<file path="config.mk">
export PLATFORM = sky130hd
export DESIGN_NAME = battery_level_gauge_unit
export DESIGN_NICKNAME = d
export VERILOG_FILES = /design/src/hw/rtl/blg_pkg.sv /design/src/hw/rtl/battery_level_gauge_unit.sv /design/src/hw/rtl/blg_front.sv /design/src/hw/rtl/blg_queue.sv /design/src/hw/rtl/blg_div.sv /design/src/hw/rtl/blg_back.sv
export SDC_FILE = /design/constraint.sdc
export NUM_CORES = 2
export LEC_CHECK = 0
export BUFFER_PORTS_ARGS = -buffer_cell sky130_fd_sc_hd__buf_2
export CELL_PAD_IN_SITES_DETAIL_PLACEMENT = 1
export CELL_PAD_IN_SITES_GLOBAL_PLACEMENT = 1
export CORE_AREA = 2 2 331 333
export DETAILED_ROUTE_END_ITERATION = 8
export DIE_AREA = 0 0 333 335
export MAX_ROUTING_LAYER = met4
export PLACE_DENSITY_LB_ADDON = 0.15
export SLEW_MARGIN = 20
export SYNTH_ARGS = -nofsm -noshare
export SYNTH_HDL_FRONTEND = slang
export SYNTH_SLANG_ARGS = --single-unit
</file>
<file path="constraint.sdc">
create_clock -name clk -period 17.55 [get_ports clk]
set_clock_uncertainty 0.2 [all_clocks]
set_input_delay 0 -clock clk [delete_from_list [all_inputs] [get_ports clk]]
set_output_delay 0 -clock clk [all_outputs]
set_load 0.01 [all_outputs]
</file>
<file path="src/hw/rtl/blg_pkg.sv">
package blg_pkg;

  localparam int LEVEL_W     = 4;
  localparam int MV_W        = 14;
  localparam int MV_FULL_W   = 15;
  localparam int VOLT_W      = 20;
  localparam int THR_W       = 13;
  localparam int LEVEL_COUNT = 10;
  localparam int REF_MV_W    = 11;
  localparam int HYST_W      = 6;
  localparam int CFG_IDX_W   = 1;
  localparam int CFG_DATA_W  = 11;

  localparam logic [CFG_IDX_W-1:0] REG_REFERENCE_MV  = 1'b0;
  localparam logic [CFG_IDX_W-1:0] REG_HYSTERESIS_MV = 1'b1;

  localparam logic [REF_MV_W-1:0] REF_MV_RESET = 11'd1200;
  localparam logic [HYST_W-1:0]   HYST_RESET   = 6'd5;
  localparam logic [LEVEL_W-1:0]  LEVEL_FULL   = 4'd10;
  localparam logic [VOLT_W-1:0]   VOLT_MAX     = 20'hFFFFF;
  localparam logic [MV_W-1:0]     CELL_MV_MAX  = 14'h3FFF;

  // node = ref_mV * 2^16 * bat_avg / (MV_PER_VOLT * ref_avg)
  localparam int MV_PER_VOLT = 1000;
  // cell mV = (filtered * CELL_SCALE) >> 16, i.e. 2 * 1000 * volts
  localparam logic [10:0] CELL_SCALE = 11'd2000;
  // 0.8/0.2 smoothing: (4 * old + new) / FILT_DIV
  localparam logic [2:0]  FILT_DIV   = 3'd5;

  function automatic logic [THR_W-1:0] level_thr_mv(input logic [LEVEL_W-1:0] idx);
    logic [THR_W-1:0] thr;
    unique case (idx)
      4'd0:    thr = 13'd3680;
      4'd1:    thr = 13'd3740;
      4'd2:    thr = 13'd3770;
      4'd3:    thr = 13'd3790;
      4'd4:    thr = 13'd3820;
      4'd5:    thr = 13'd3870;
      4'd6:    thr = 13'd3920;
      4'd7:    thr = 13'd3980;
      4'd8:    thr = 13'd4060;
      4'd9:    thr = 13'd4160;
      default: thr = '1;
    endcase
    return thr;
  endfunction

endpackage

</file>
<file path="src/hw/rtl/battery_level_gauge_unit.sv">
// Battery charge gauge. Each input word is one conversion set (battery divider
// sample, internal reference sample) and yields exactly one output word with
// the held level (0..10), an update flag and the filtered cell voltage in mV.
// The front end sums WINDOW_LENGTH sets and hands each word to the back end
// through a two-word queue, so input is taken while the back end is busy.
// With the back end idle, a word that does not close a window goes from the queue
// to the output register, and while the output is not stalled such words pass
// at one per cycle. The word that arrives after a full window closes it: both
// averages and the smoothing step are reciprocal multiplies, and only the node
// voltage goes through the restoring divider, which is skipped when the node
// voltage saturates. Once the queue holds one more word, input stalls until
// the closing word leaves.
// Configuration (index 0: reference mV, index 1: hysteresis mV) is always
// ready and is to be written only while no word is in flight.
module battery_level_gauge_unit #(
  parameter int WINDOW_LENGTH = 64,
  parameter int SAMPLE_BITS   = 12
) (
  input  logic                             clk,
  input  logic                             rst_n,
  input  logic                             in_valid,
  output logic                             in_stall,
  input  logic [SAMPLE_BITS-1:0]           in_battery_sample,
  input  logic [SAMPLE_BITS-1:0]           in_reference_sample,
  output logic                             out_valid,
  input  logic                             out_stall,
  output logic [blg_pkg::LEVEL_W-1:0]      out_charge_level,
  output logic                             out_level_updated,
  output logic [blg_pkg::MV_W-1:0]         out_cell_millivolts,
  input  logic                             cfg_valid,
  output logic                             cfg_ready,
  input  logic [blg_pkg::CFG_IDX_W-1:0]    cfg_index,
  input  logic [blg_pkg::CFG_DATA_W-1:0]   cfg_data
);

  import blg_pkg::*;

  localparam int SUM_W  = SAMPLE_BITS + $clog2(WINDOW_LENGTH);
  localparam int QD_W   = 1 + 2 * SUM_W;

  logic [REF_MV_W-1:0] ref_mv_r, ref_mv_nxt;
  logic [HYST_W-1:0]   hyst_r, hyst_nxt;

  logic              push;
  logic              push_close;
  logic [SUM_W-1:0]  push_bsum;
  logic [SUM_W-1:0]  push_rsum;
  logic              q_full;
  logic              q_pop;
  logic              q_valid;
  logic [QD_W-1:0]   q_head;

  assign cfg_ready = 1'b1;

  always_comb begin
    ref_mv_nxt = ref_mv_r;
    hyst_nxt   = hyst_r;
    if (cfg_valid) begin
      unique case (cfg_index)
        REG_REFERENCE_MV:  ref_mv_nxt = cfg_data[REF_MV_W-1:0];
        REG_HYSTERESIS_MV: hyst_nxt   = cfg_data[HYST_W-1:0];
        default: ;
      endcase
    end
  end

  always_ff @(posedge clk) begin
    if (!rst_n) begin
      ref_mv_r <= REF_MV_RESET;
      hyst_r   <= HYST_RESET;
    end else begin
      ref_mv_r <= ref_mv_nxt;
      hyst_r   <= hyst_nxt;
    end
  end

  blg_front #(
    .WINDOW_LENGTH (WINDOW_LENGTH),
    .SAMPLE_BITS   (SAMPLE_BITS)
  ) u_front (
    .clk                 (clk),
    .rst_n               (rst_n),
    .in_valid            (in_valid),
    .in_stall            (in_stall),
    .in_battery_sample   (in_battery_sample),
    .in_reference_sample (in_reference_sample),
    .push                (push),
    .push_close          (push_close),
    .push_bsum           (push_bsum),
    .push_rsum           (push_rsum),
    .q_full              (q_full)
  );

  blg_queue #(
    .DATA_W (QD_W)
  ) u_queue (
    .clk        (clk),
    .rst_n      (rst_n),
    .push       (push),
    .push_data  ({push_close, push_bsum, push_rsum}),
    .full       (q_full),
    .pop        (q_pop),
    .head_valid (q_valid),
    .head_data  (q_head)
  );

  blg_back #(
    .WINDOW_LENGTH (WINDOW_LENGTH),
    .SAMPLE_BITS   (SAMPLE_BITS)
  ) u_back (
    .clk                 (clk),
    .rst_n               (rst_n),
    .q_valid             (q_valid),
    .q_close             (q_head[QD_W-1]),
    .q_bsum              (q_head[2*SUM_W-1:SUM_W]),
    .q_rsum              (q_head[SUM_W-1:0]),
    .q_pop               (q_pop),
    .ref_mv              (ref_mv_r),
    .hyst_mv             (hyst_r),
    .out_valid           (out_valid),
    .out_stall           (out_stall),
    .out_charge_level    (out_charge_level),
    .out_level_updated   (out_level_updated),
    .out_cell_millivolts (out_cell_millivolts)
  );

endmodule

</file>
<file path="src/hw/rtl/blg_front.sv">
module blg_front #(
  parameter int WINDOW_LENGTH = 64,
  parameter int SAMPLE_BITS   = 12
) (
  input  logic                                                clk,
  input  logic                                                rst_n,
  input  logic                                                in_valid,
  output logic                                                in_stall,
  input  logic [SAMPLE_BITS-1:0]                              in_battery_sample,
  input  logic [SAMPLE_BITS-1:0]                              in_reference_sample,
  output logic                                                push,
  output logic                                                push_close,
  output logic [SAMPLE_BITS+$clog2(WINDOW_LENGTH)-1:0]        push_bsum,
  output logic [SAMPLE_BITS+$clog2(WINDOW_LENGTH)-1:0]        push_rsum,
  input  logic                                                q_full
);

  localparam int CNT_W = $clog2(WINDOW_LENGTH + 1);
  localparam int SUM_W = SAMPLE_BITS + $clog2(WINDOW_LENGTH);
  localparam logic [CNT_W-1:0] WIN = CNT_W'(WINDOW_LENGTH);

  logic [CNT_W-1:0] count_r, count_nxt;
  logic [SUM_W-1:0] bsum_r, bsum_nxt;
  logic [SUM_W-1:0] rsum_r, rsum_nxt;
  logic             accept;
  logic             close;

  assign in_stall   = q_full;
  assign accept     = in_valid & ~q_full;
  assign close      = (count_r == WIN);
  assign push       = accept;
  assign push_close = close;
  assign push_bsum  = bsum_r;
  assign push_rsum  = rsum_r;

  always_comb begin
    count_nxt = count_r;
    bsum_nxt  = bsum_r;
    rsum_nxt  = rsum_r;
    if (accept) begin
      if (close) begin
        // this word opens the next window
        count_nxt = CNT_W'(1);
        bsum_nxt  = SUM_W'(in_battery_sample);
        rsum_nxt  = SUM_W'(in_reference_sample);
      end else begin
        count_nxt = count_r + 1'b1;
        bsum_nxt  = bsum_r + SUM_W'(in_battery_sample);
        rsum_nxt  = rsum_r + SUM_W'(in_reference_sample);
      end
    end
  end

  always_ff @(posedge clk) begin
    if (!rst_n) begin
      count_r <= '0;
      bsum_r  <= '0;
      rsum_r  <= '0;
    end else begin
      count_r <= count_nxt;
      bsum_r  <= bsum_nxt;
      rsum_r  <= rsum_nxt;
    end
  end

endmodule

</file>
<file path="src/hw/rtl/blg_queue.sv">
module blg_queue #(
  parameter int DATA_W = 37
) (
  input  logic              clk,
  input  logic              rst_n,
  input  logic              push,
  input  logic [DATA_W-1:0] push_data,
  output logic              full,
  input  logic              pop,
  output logic              head_valid,
  output logic [DATA_W-1:0] head_data
);

  logic [DATA_W-1:0] mem_r [2];
  logic              wr_ptr_r, wr_ptr_nxt;
  logic              rd_ptr_r, rd_ptr_nxt;
  logic [1:0]        cnt_r, cnt_nxt;
  logic              do_push;
  logic              do_pop;

  assign full       = (cnt_r == 2'd2);
  assign head_valid = (cnt_r != 2'd0);
  assign head_data  = mem_r[rd_ptr_r];
  assign do_push    = push & ~full;
  assign do_pop     = pop & head_valid;

  always_comb begin
    wr_ptr_nxt = do_push ? ~wr_ptr_r : wr_ptr_r;
    rd_ptr_nxt = do_pop ? ~rd_ptr_r : rd_ptr_r;
    cnt_nxt    = cnt_r;
    if (do_push && !do_pop) begin
      cnt_nxt = cnt_r + 1'b1;
    end else if (do_pop && !do_push) begin
      cnt_nxt = cnt_r - 1'b1;
    end
  end

  always_ff @(posedge clk) begin
    if (!rst_n) begin
      wr_ptr_r <= 1'b0;
      rd_ptr_r <= 1'b0;
      cnt_r    <= '0;
    end else begin
      wr_ptr_r <= wr_ptr_nxt;
      rd_ptr_r <= rd_ptr_nxt;
      cnt_r    <= cnt_nxt;
    end
  end

  always_ff @(posedge clk) begin
    if (do_push) begin
      mem_r[wr_ptr_r] <= push_data;
    end
  end

endmodule

</file>
<file path="src/hw/rtl/blg_div.sv">
// Restoring divider, one quotient bit per cycle.
// Caller guarantees dividend < divisor * 2^Q_W and divisor != 0.
module blg_div #(
  parameter int DVD_W = 39,
  parameter int DVS_W = 22,
  parameter int Q_W   = 20
) (
  input  logic             clk,
  input  logic             rst_n,
  input  logic             start,
  input  logic [DVD_W-1:0] dividend,
  input  logic [DVS_W-1:0] divisor,
  output logic             done,
  output logic [Q_W-1:0]   quotient
);

  localparam int STEP_W = $clog2(Q_W + 1);

  logic              busy_r, busy_nxt;
  logic              done_r, done_nxt;
  logic [STEP_W-1:0] step_r, step_nxt;
  logic [DVS_W-1:0]  rem_r, rem_nxt;
  logic [DVS_W-1:0]  dvs_r, dvs_nxt;
  logic [Q_W-1:0]    lo_r, lo_nxt;
  logic [Q_W-1:0]    quo_r, quo_nxt;
  logic [DVS_W:0]    trial;
  logic              fits;

  assign trial    = {rem_r, lo_r[Q_W-1]};
  assign fits     = (trial >= {1'b0, dvs_r});
  assign done     = done_r;
  assign quotient = quo_r;

  always_comb begin
    busy_nxt = busy_r;
    done_nxt = 1'b0;
    step_nxt = step_r;
    rem_nxt  = rem_r;
    dvs_nxt  = dvs_r;
    lo_nxt   = lo_r;
    quo_nxt  = quo_r;
    if (start) begin
      busy_nxt = 1'b1;
      step_nxt = '0;
      rem_nxt  = DVS_W'(dividend >> Q_W);
      lo_nxt   = dividend[Q_W-1:0];
      dvs_nxt  = divisor;
      quo_nxt  = '0;
    end else if (busy_r) begin
      rem_nxt  = fits ? DVS_W'(trial - {1'b0, dvs_r}) : trial[DVS_W-1:0];
      lo_nxt   = {lo_r[Q_W-2:0], 1'b0};
      quo_nxt  = {quo_r[Q_W-2:0], fits};
      step_nxt = step_r + 1'b1;
      if (step_r == STEP_W'(Q_W - 1)) begin
        busy_nxt = 1'b0;
        done_nxt = 1'b1;
      end
    end
  end

  always_ff @(posedge clk) begin
    if (!rst_n) begin
      busy_r <= 1'b0;
      done_r <= 1'b0;
      step_r <= '0;
    end else begin
      busy_r <= busy_nxt;
      done_r <= done_nxt;
      step_r <= step_nxt;
    end
  end

  always_ff @(posedge clk) begin
    rem_r <= rem_nxt;
    dvs_r <= dvs_nxt;
    lo_r  <= lo_nxt;
    quo_r <= quo_nxt;
  end

endmodule

</file>
<file path="src/hw/rtl/blg_back.sv">
module blg_back #(
  parameter int WINDOW_LENGTH = 64,
  parameter int SAMPLE_BITS   = 12
) (
  input  logic                                          clk,
  input  logic                                          rst_n,
  input  logic                                          q_valid,
  input  logic                                          q_close,
  input  logic [SAMPLE_BITS+$clog2(WINDOW_LENGTH)-1:0]  q_bsum,
  input  logic [SAMPLE_BITS+$clog2(WINDOW_LENGTH)-1:0]  q_rsum,
  output logic                                          q_pop,
  input  logic [blg_pkg::REF_MV_W-1:0]                  ref_mv,
  input  logic [blg_pkg::HYST_W-1:0]                    hyst_mv,
  output logic                                          out_valid,
  input  logic                                          out_stall,
  output logic [blg_pkg::LEVEL_W-1:0]                   out_charge_level,
  output logic                                          out_level_updated,
  output logic [blg_pkg::MV_W-1:0]                      out_cell_millivolts
);

  import blg_pkg::*;

  localparam int SB     = SAMPLE_BITS;
  localparam int SUM_W  = SB + $clog2(WINDOW_LENGTH);
  localparam int NUM_W  = REF_MV_W + SB + 16;
  localparam int DEN_W  = SB + 10;
  localparam int PROD_W = REF_MV_W + SB;
  localparam int FSUM_W = VOLT_W + 3;
  localparam int CELL_W = VOLT_W + 11;

  // floor(sum / WINDOW_LENGTH) = (sum * AVG_RECIP) >> AVG_SH for any sum below 2^SUM_W
  localparam int AVG_SH = SUM_W + $clog2(WINDOW_LENGTH);
  localparam int AVG_RW = SUM_W + 1;
  localparam int AVG_PW = SUM_W + AVG_RW;
  localparam longint unsigned AVG_RECIP_L =
    ((64'd1 << AVG_SH) + 64'(WINDOW_LENGTH) - 64'd1) / 64'(WINDOW_LENGTH);
  localparam logic [AVG_RW-1:0] AVG_RECIP = AVG_RW'(AVG_RECIP_L);

  // same trick for the divide by FILT_DIV in the smoothing step
  localparam int FILT_SH = FSUM_W + $clog2(FILT_DIV);
  localparam int FILT_RW = FSUM_W + 1;
  localparam int FILT_PW = FSUM_W + FILT_RW;
  localparam longint unsigned FILT_RECIP_L =
    ((64'd1 << FILT_SH) + 64'(FILT_DIV) - 64'd1) / 64'(FILT_DIV);
  localparam logic [FILT_RW-1:0] FILT_RECIP = FILT_RW'(FILT_RECIP_L);

  localparam logic [3:0] S_IDLE  = 4'd0;
  localparam logic [3:0] S_AVGB  = 4'd1;
  localparam logic [3:0] S_AVGR  = 4'd2;
  localparam logic [3:0] S_MUL   = 4'd3;
  localparam logic [3:0] S_NSAT  = 4'd4;
  localparam logic [3:0] S_NWAIT = 4'd5;
  localparam logic [3:0] S_FILT  = 4'd6;
  localparam logic [3:0] S_CELL  = 4'd7;
  localparam logic [3:0] S_LEVEL = 4'd8;
  localparam logic [3:0] S_OUT   = 4'd9;

  logic [3:0]           state_r, state_nxt;
  logic [VOLT_W-1:0]    filt_r, filt_nxt;
  logic [LEVEL_W-1:0]   level_r, level_nxt;
  logic [MV_FULL_W-1:0] mv_full_r, mv_full_nxt;
  logic                 out_valid_r, out_valid_nxt;

  logic [SB-1:0]        bavg_r, bavg_nxt;
  logic [SB-1:0]        ravg_r, ravg_nxt;
  logic [NUM_W-1:0]     num_r, num_nxt;
  logic [DEN_W-1:0]     den_r, den_nxt;
  logic [VOLT_W-1:0]    node_r, node_nxt;
  logic [LEVEL_W-1:0]   out_level_r, out_level_nxt;
  logic                 out_upd_r, out_upd_nxt;
  logic [MV_W-1:0]      out_mv_r, out_mv_nxt;

  logic                 div_start;
  logic [NUM_W-1:0]     div_dvd;
  logic [DEN_W-1:0]     div_dvs;
  logic                 div_done;
  logic [VOLT_W-1:0]    div_quo;

  logic                 slot_free;
  logic                 load;
  logic                 load_upd;
  logic [SUM_W-1:0]     avg_src;
  logic [AVG_PW-1:0]    avg_prod;
  logic [SB-1:0]        avg_q;
  logic [PROD_W-1:0]    prod;
  logic [DEN_W+VOLT_W-1:0] den_sh;
  logic                 node_sat;
  logic [FSUM_W-1:0]    filt_sum;
  logic [FILT_PW-1:0]   filt_prod;
  logic [VOLT_W-1:0]    filt_q;
  logic [CELL_W-1:0]    cell_prod;
  logic [MV_W-1:0]      mv_sat;
  logic [LEVEL_COUNT-1:0] reach_dn;
  logic [LEVEL_COUNT-1:0] reach_up;
  logic [LEVEL_W-1:0]   lv_dn;
  logic [LEVEL_W-1:0]   lv_up;
  logic [LEVEL_W-1:0]   lv_low;

  blg_div #(
    .DVD_W (NUM_W),
    .DVS_W (DEN_W),
    .Q_W   (VOLT_W)
  ) u_div (
    .clk      (clk),
    .rst_n    (rst_n),
    .start    (div_start),
    .dividend (div_dvd),
    .divisor  (div_dvs),
    .done     (div_done),
    .quotient (div_quo)
  );

  assign slot_free = ~out_valid_r | ~out_stall;
  // one shared multiplier for both window averages
  assign avg_src   = (state_r == S_AVGR) ? q_rsum : q_bsum;
  assign avg_prod  = AVG_PW'(avg_src) * AVG_PW'(AVG_RECIP);
  assign avg_q     = avg_prod[AVG_SH +: SB];
  assign prod      = {{SB{1'b0}}, ref_mv} * {{REF_MV_W{1'b0}}, bavg_r};
  assign den_sh    = {den_r, {VOLT_W{1'b0}}};
  // zero divisor lands here as well since den_sh is then zero
  assign node_sat  = ((DEN_W+VOLT_W)'(num_r) >= den_sh);
  assign filt_sum  = FSUM_W'({filt_r, 2'b00}) + FSUM_W'(node_r);
  assign filt_prod = FILT_PW'(filt_sum) * FILT_PW'(FILT_RECIP);
  assign filt_q    = filt_prod[FILT_SH +: VOLT_W];
  assign cell_prod = CELL_W'(filt_r) * CELL_W'(CELL_SCALE);
  assign mv_sat    = mv_full_r[MV_FULL_W-1] ? CELL_MV_MAX : mv_full_r[MV_W-1:0];

  // cell >= thr*2^16 is the same as floor(cell/2^16) >= thr
  always_comb begin
    logic [THR_W-1:0] thr;
    for (int i = 0; i < LEVEL_COUNT; i++) begin
      thr         = level_thr_mv(LEVEL_W'(i));
      reach_dn[i] = (mv_full_r >= MV_FULL_W'(thr));
      reach_up[i] = (mv_full_r >= MV_FULL_W'(thr) + MV_FULL_W'(hyst_mv));
    end
    lv_dn  = LEVEL_W'($countones(reach_dn));
    lv_up  = LEVEL_W'($countones(reach_up));
    lv_low = (lv_dn < level_r) ? lv_dn : level_r;
  end

  always_comb begin
    state_nxt   = state_r;
    filt_nxt    = filt_r;
    level_nxt   = level_r;
    mv_full_nxt = mv_full_r;
    bavg_nxt    = bavg_r;
    ravg_nxt    = ravg_r;
    num_nxt     = num_r;
    den_nxt     = den_r;
    node_nxt    = node_r;
    div_start   = 1'b0;
    div_dvd     = '0;
    div_dvs     = '0;
    load        = 1'b0;
    load_upd    = 1'b0;

    unique case (state_r)
      S_IDLE: begin
        if (q_valid) begin
          if (q_close) begin
            state_nxt = S_AVGB;
          end else if (slot_free) begin
            load = 1'b1;
          end
        end
      end
      S_AVGB: begin
        bavg_nxt  = avg_q;
        state_nxt = S_AVGR;
      end
      S_AVGR: begin
        ravg_nxt  = avg_q;
        state_nxt = S_MUL;
      end
      S_MUL: begin
        num_nxt   = {prod, 16'b0};
        den_nxt   = DEN_W'(ravg_r) * DEN_W'(MV_PER_VOLT);
        state_nxt = S_NSAT;
      end
      S_NSAT: begin
        if (node_sat) begin
          node_nxt  = VOLT_MAX;
          state_nxt = S_FILT;
        end else begin
          div_start = 1'b1;
          div_dvd   = num_r;
          div_dvs   = den_r;
          state_nxt = S_NWAIT;
        end
      end
      S_NWAIT: begin
        if (div_done) begin
          node_nxt  = div_quo;
          state_nxt = S_FILT;
        end
      end
      S_FILT: begin
        // unseeded or decayed to zero: seed with this value
        filt_nxt  = (filt_r == '0) ? node_r : filt_q;
        state_nxt = S_CELL;
      end
      S_CELL: begin
        mv_full_nxt = cell_prod[CELL_W-1:16];
        state_nxt   = S_LEVEL;
      end
      S_LEVEL: begin
        level_nxt = (lv_up > lv_low) ? lv_up : lv_low;
        state_nxt = S_OUT;
      end
      S_OUT: begin
        if (slot_free) begin
          load      = 1'b1;
          load_upd  = 1'b1;
          state_nxt = S_IDLE;
        end
      end
      default: state_nxt = S_IDLE;
    endcase
  end

  assign q_pop = load;

  always_comb begin
    out_valid_nxt = out_valid_r;
    out_level_nxt = out_level_r;
    out_upd_nxt   = out_upd_r;
    out_mv_nxt    = out_mv_r;
    if (load) begin
      out_valid_nxt = 1'b1;
      out_level_nxt = level_r;
      out_upd_nxt   = load_upd;
      out_mv_nxt    = mv_sat;
    end else if (!out_stall) begin
      out_valid_nxt = 1'b0;
    end
  end

  always_ff @(posedge clk) begin
    if (!rst_n) begin
      state_r     <= S_IDLE;
      filt_r      <= '0;
      level_r     <= LEVEL_FULL;
      mv_full_r   <= '0;
      out_valid_r <= 1'b0;
    end else begin
      state_r     <= state_nxt;
      filt_r      <= filt_nxt;
      level_r     <= level_nxt;
      mv_full_r   <= mv_full_nxt;
      out_valid_r <= out_valid_nxt;
    end
  end

  always_ff @(posedge clk) begin
    bavg_r      <= bavg_nxt;
    ravg_r      <= ravg_nxt;
    num_r       <= num_nxt;
    den_r       <= den_nxt;
    node_r      <= node_nxt;
    out_level_r <= out_level_nxt;
    out_upd_r   <= out_upd_nxt;
    out_mv_r    <= out_mv_nxt;
  end

  assign out_valid           = out_valid_r;
  assign out_charge_level    = out_level_r;
  assign out_level_updated   = out_upd_r;
  assign out_cell_millivolts = out_mv_r;

endmodule

</file>
# Yosys cells after proc, flatten, opt, wreduce, memory -nomap -nowiden
# Memory sizes are Yosys's and may differ from the RTL's. A register that Yosys moved wholly into a read port is not among the register bits.
# Index checks and enable logic that the tools add are counted.
[op_classes]
add_sub_neg = 36
multipliers = 4
order_cmp = 24
n_eq_ne = 18
n_mux = 41
bitwise = 13
reduce_logical = 17
[op_table]
columns = ["operator", "count"]
rows = [
  ["$ge A15 B15 Y1", 10],
  ["$ge A15 B12 Y1 const B", 9],
  ["$add A12 B6 Y13 const A", 9],
  ["$mux W20", 5],
  ["$mux W39", 2],
  ["$mux W18", 3],
  ["$mul A23 B24 Y46 const B", 1],
  ["$ge A39 B42 Y1", 1],
  ["$pmux W20 S2", 1],
  ["$pmux W4 S10", 1],
  ["$mux W19", 2],
  ["$add A18 B12 Y18", 2],
  ["$add A4 B4 Y4", 8],
  ["$mul A20 B7 Y27 const B", 1],
  ["$mux W4", 6],
  ["$add A22 B20 Y23", 1],
  ["$ge A23 B22 Y1", 1],
  ["$mul A11 B12 Y23", 1],
  ["$mux W22", 1],
  ["$sub A22 B22 Y22", 1],
  ["$add A1 B1 Y2", 10],
  ["$logic_not A20 Y1", 1],
  ["$mul A12 B7 Y19 const B", 1],
  ["$eq A4 B3 Y1 const B", 4],
  ["other kinds (32)", 71],
]
[word_totals]
regBits = 301
ram_bits = 74
in_bits = 41
out_inout_bits = 22
word_cells = 183
mem_count = 1
[mem_list]
columns = ["memory", "depth", "width", "read_ports", "rd_clocked_by_memory_dff", "write_ports", "line", "text"]
rows = [
  ["u_queue.mem_r", 2, 37, 1, 1, 1, "blg_queue.sv:14", "logic [DATA_W-1:0] mem_r [2];"],
]

# Logic depth before layout (Yosys ltp)
[depth]
word_depth = 10
ltp_mapped = 36
ltp_nobuf = 36

# Cells and area by module
# Synthesis repeated with hierarchy kept, for this count alone.
[unflattened]
cells_unflattened = 3619
area_unflattened_um2 = 36956.7
[by_module_without_submodules]
columns = ["module", "instances", "cells_per_inst", "area_per_inst_um2", "seq_area_each_um2"]
rows = [
  ["blg_back", 1, 2579, 25542.0, 4033.9],
  ["blg_div", 1, 461, 4903.5, 2432.3],
  ["blg_queue", 1, 140, 2914.0, 2322.2],
  ["blg_front", 1, 362, 2875.3, 860.8],
  ["battery_level_gauge_unit", 1, 77, 721.9, 340.3],
]

# Worst setup path before layout
# OpenSTA, ideal clock, no wires.
[synth_path]
path_kind = "reg-to-reg"
startpoint = "reg u_back.filt_r[0]"
endpoint = "reg u_back.filt_r[12]"
setup_ps = 86
t_arrival_ps = 8458
slack_ps = 8806
stages_incl_launch_ff = 34
path_buffers = 0
path_cell_list = "dfxtp_1 -> ha_1 -> fa_1 -> a211oi_1 -> nor2_1 -> o21ai_0 -> a311oi_1 -> a211o_1 -> o41a_1 -> and2_1 -> nor2_1 -> nor2b_1 -> ha_1 -> inv_1 -> fa_1 -> fa_1 -> fa_1 -> inv_1 -> fa_1 -> inv_1 -> fa_1 -> inv_1 -> fa_1 -> inv_1 -> ha_1 -> a21o_1 -> a21o_1 -> a2111oi_0 -> o21ai_0 -> o2bb2ai_2 -> a21oi_1 -> nand2b_1 -> mux2_2 -> a221oi_2"
[synth_via]
elab_chain_len = 3
[synth_lines]
columns = ["item", "line", "text"]
rows = [
  ["start: declaration", "blg_back.sv:59", "logic [VOLT_W-1:0] filt_r, filt_nxt;"],
  ["start signal: assignment", "blg_back.sv:247", "filt_r <= filt_nxt;"],
  ["$add A22 B20 Y23", "blg_back.sv:122", "assign filt_sum = FSUM_W'({filt_r, 2'b00}) + FSUM_W'(node_r);"],
  ["$mul A23 B24 Y46", "blg_back.sv:123", "assign filt_prod = FILT_PW'(filt_sum) * FILT_PW'(FILT_RECIP);"],
  ["$mux W20 *", "blg_back.sv:199", "filt_nxt = (filt_r == '0) ? node_r : filt_q;"],
]
# Every way passes the cells marked *; elsewhere a longest branch is shown, timed or not.
# A chain may end at the register's enable or synchronous reset.

# Final worst setup path
[layout_path]
startpoint = "reg u_back.filt_r[1]"
endpoint = "reg u_back.filt_r[17]"
# The elaborated chain is that of the path after synthesis.

==> flow_metrics.tcl <==
set metrics [dict create \
    placementRows 121 \
    ys.flop_type "edfxtp_1" \
    drtPass1Iterations 4 \
    fin_ws_ps 7610 \
    async_flop_share 0 \
    finalSetupTns_ps 0 \
    synth_fp_nets 4339 \
    cp_slowest_cell "dfxtp_1" \
    cts_inserted_buffers 41 \
    synth.area.top_cells "fa_1, ha_1, edfxtp_1, dfxtp_1, inv_1" \
    die_w_um 333 \
    viasPerCell 4.77 \
    p_total_mw 3.98 \
    synth_edf_count 197 \
    clock_sinks 336 \
    postRouteAntennaNets 0 \
    grt-ovfl-total 0 \
    syn_area_mm2 0.0343 \
    clockBufferDepth 3 \
    outcome "complete, no violations" \
    finalWirelength_mm 89.2 \
    h-tree-depth 2 \
    post-place-ws_ps 7790 \
    final_common_cell "inv_1" \
    yosysUniqueCellTypes 82 \
    power.switching_mw 1.57 \
    path_class "register to register" \
    period_share 0.567 \
    pin_count 63 \
    antenna_found_initial 1 \
    gp_routability_congestion 0.822 \
    syn_inst 3409 \
    hpwl_mm 71.9 \
    max-vdd-ir-drop_v 0.000115 \
    finalHoldViolCount 0 \
    grt_pass1_wl_mm 146 \
    setup_viol 0 \
    grt_usage 0.169 \
    leakage_nw 18.4 \
    critPathCaptureType "register" \
    areaGrowthSynthToFinish_pct 11.7 \
    pwr-share-seq 0.282 \
    arrival_ps 10190 \
    worstMarginPinSlew_ps 1010 \
    switching_share 0.394 \
    intPower_mw 2.41 \
    startpoint_type "register" \
    maxSlewHeadroom 0.322 \
    yosysSeqAreaShare 0.254 \
    core-area_mm2 0.108 \
    initialDrtViolationCount 817 \
    grt_max_degree 80 \
    fin_util 0.354 \
    synth_top_cell_by_area "fa_1" \
    ys_warn_count 0 \
    ys_seq_elements 336 \
    dp.cells 4812 \
    combPwrFrac 0.496 \
    wire_per_inst_um 18.0 \
    die_y_um 335 \
    cellPowerDensity_mw_per_mm2 104 \
    worstSkewPairLatency_ps 580 \
    post_cts_resized 0 \
    dieArea_mm2 0.112 \
    fin_cells 4960 \
    cts_tree "built" \
    drc 0 \
    worst-path-max-fanout 8 \
    hold_path.class "primary input to register" \
    rsz0062_at_grt "false" \
    clkPwrFrac 0.222 \
    syn_area_per_cell_um2 10.1 \
    timing.fmax_mhz 101 \
    io_buffers 61 \
    grt_pass1_vias 25900 \
    drive_gt1_frac 0.0657 \
    num_vias 23600 \
    max_cap_violations 0 \
    min_period_ps 9940 \
    synth_top_area_share 0.207 \
    ctsRootBufferMaster "clkbuf_16" \
    drv_slew 0 \
    r2r_slack_ps 7610 \
    layout_common_cells "inv_1, ha_1, fa_1" \
    slowest_delay_ps 600 \
    layout.nets 4442 \
    cts.reportedPaths.clkPinSlew_ps 60 \
    start_util 0.317 \
    critical_path_required_ps 17800 \
]
[logic make-up (layout without fill, tap and decap cells)]
group                      after synthesis  count (layout)  share of synthesized area
and+or+nand+nor                        796             796                      0.111
AOI/OAI and AO/OA                      537             537                      0.102
buffers and inverters                  647             782                     0.0718
other                                    1               3                   0.000109
DFF                                    336             336                      0.254
xor gates and xnor gates               146             146                     0.0377
muxes                                   57              57                     0.0216
adders and majority gates              889             889                      0.402
[cells in the mapped netlist (5+ instances only)]
cell type and count:
inv_1 546, ha_1 535, fa_1 354, nand2_1 258, edfxtp_1 197, nor2_1 181
a21oi_1 161, dfxtp_1 139, o21ai_0 109, xnor2_1 96, clkbuf_1 76, a21o_1 66
and2_1 66, nand3_1 64, xor2_1 49, or3_1 39, nor3_1 38, nand2b_1 32
nor2b_1 31, a211oi_1 30, mux2i_1 29, or2_2 24, a31oi_1 21, nand4_1 17
o21a_1 17, a311oi_1 16, mux2_2 16, o211ai_1 15, and3_1 14, a221oi_1 12
mux4_2 12, o21bai_1 12, buf_2 9, a21boi_0 8, o2111ai_1 8, a221o_1 7
buf_1 7, nor4_1 6, a2111oi_0 5, a31o_2 5, and4_1 5, nand3b_1 5
o311ai_0 5
[cell type report]
class | count | area [um^2]
clock buffers | 56 | 1170
diodes | 2 | 5.00
repair buffers | 156 | 1200
well taps | 1414 | 1770
inverters | 551 | 2070
multi-input cells | 2426 | 23200
fillers | 12300 | 69800
clock inverters | 19 | 219
flip-flops and latches | 336 | 8700
[stage by stage]
step,hold slack [ps],area (um^2)
floorplan,-76.0,34300
global placement,49.8,36200
detailed placement,55.0,36200
CTS,21.8,38300
global route,50.3,38300
finish,60.7,38300
[state kept, by name, summed over array words and instances, names as in the netlist, 2 cells and up, named ones only]
register and count:
u_queue.cnt_r 2, u_front.count_r 7, u_back.bavg_r 12, u_back.level_r 4
u_back.den_r 19, u_back.state_r 4, u_back.u_div.dvs_r 19, u_back.u_div.lo_r 4
ref_mv_r 11, u_back.out_cell_millivolts 14, u_front.push_rsum 18, u_front.push_bsum 18
u_back.u_div.rem_r 22, u_back.mv_full_r 15, hyst_r 6, u_back.out_charge_level 4
u_back.u_div.quotient 20, u_back.num_r 23, u_back.ravg_r 12, u_queue.mem_r 50
u_back.u_div.step_r 5, u_back.node_r 20, u_back.filt_r 20
[critical path: cells and delay by family, from the launching register on]
| family | cells | cell delay [ps] |
|---|---|---|
| XOR/XNOR | 2 | 490 |
| AND/OR/NAND/NOR | 4 | 390 |
| adder cells (fa/ha/maj) | 9 | 4160 |
| AO/OA/AOI/OAI | 13 | 3590 |
| buffers and inverters | 6 | 410 |
| flip-flops | 1 | 600 |
[routing by layer]
metal	part of all wire	wire length, um	GRT usage
met1	0.51	45300	0.234
met2	0.45	40500	0.271
met3	0.021	1850	0.0162
met4	0.017	1540	0.0316
met5	0	0	-
[repair_timing]
action                                 CTS  global route
hold buffers                            71             0
endpoints found under the hold margin  104             0
setup buffers                            0             0
[power by group through the flow]
stage / Combinational [mW] / Clock (mW) / Sequential (mW)
after floorplan: 1.48 / 0 / 1.08
after global placement: 1.95 / 0 / 1.14
after CTS: 2.01 / 0.919 / 1.13
after global routing: 2.27 / 0.941 / 1.14
final: 1.97 / 0.884 / 1.12
after detailed placement: 1.97 / 0 / 1.14
[worst paths after layout]
check	startpoint	to	depth (start not counted)
setup / recovery	u_back.filt_r[1]	u_back.filt_r[17]	34
setup reg to reg	u_back.filt_r[1]	u_back.filt_r[17]	34
hold reg to reg	u_back.level_r[2]	u_back.out_charge_level[2]	0
hold / removal	in_reference_sample[0]	u_front.push_rsum[0]	4
(Power assumes the default switching activity.)
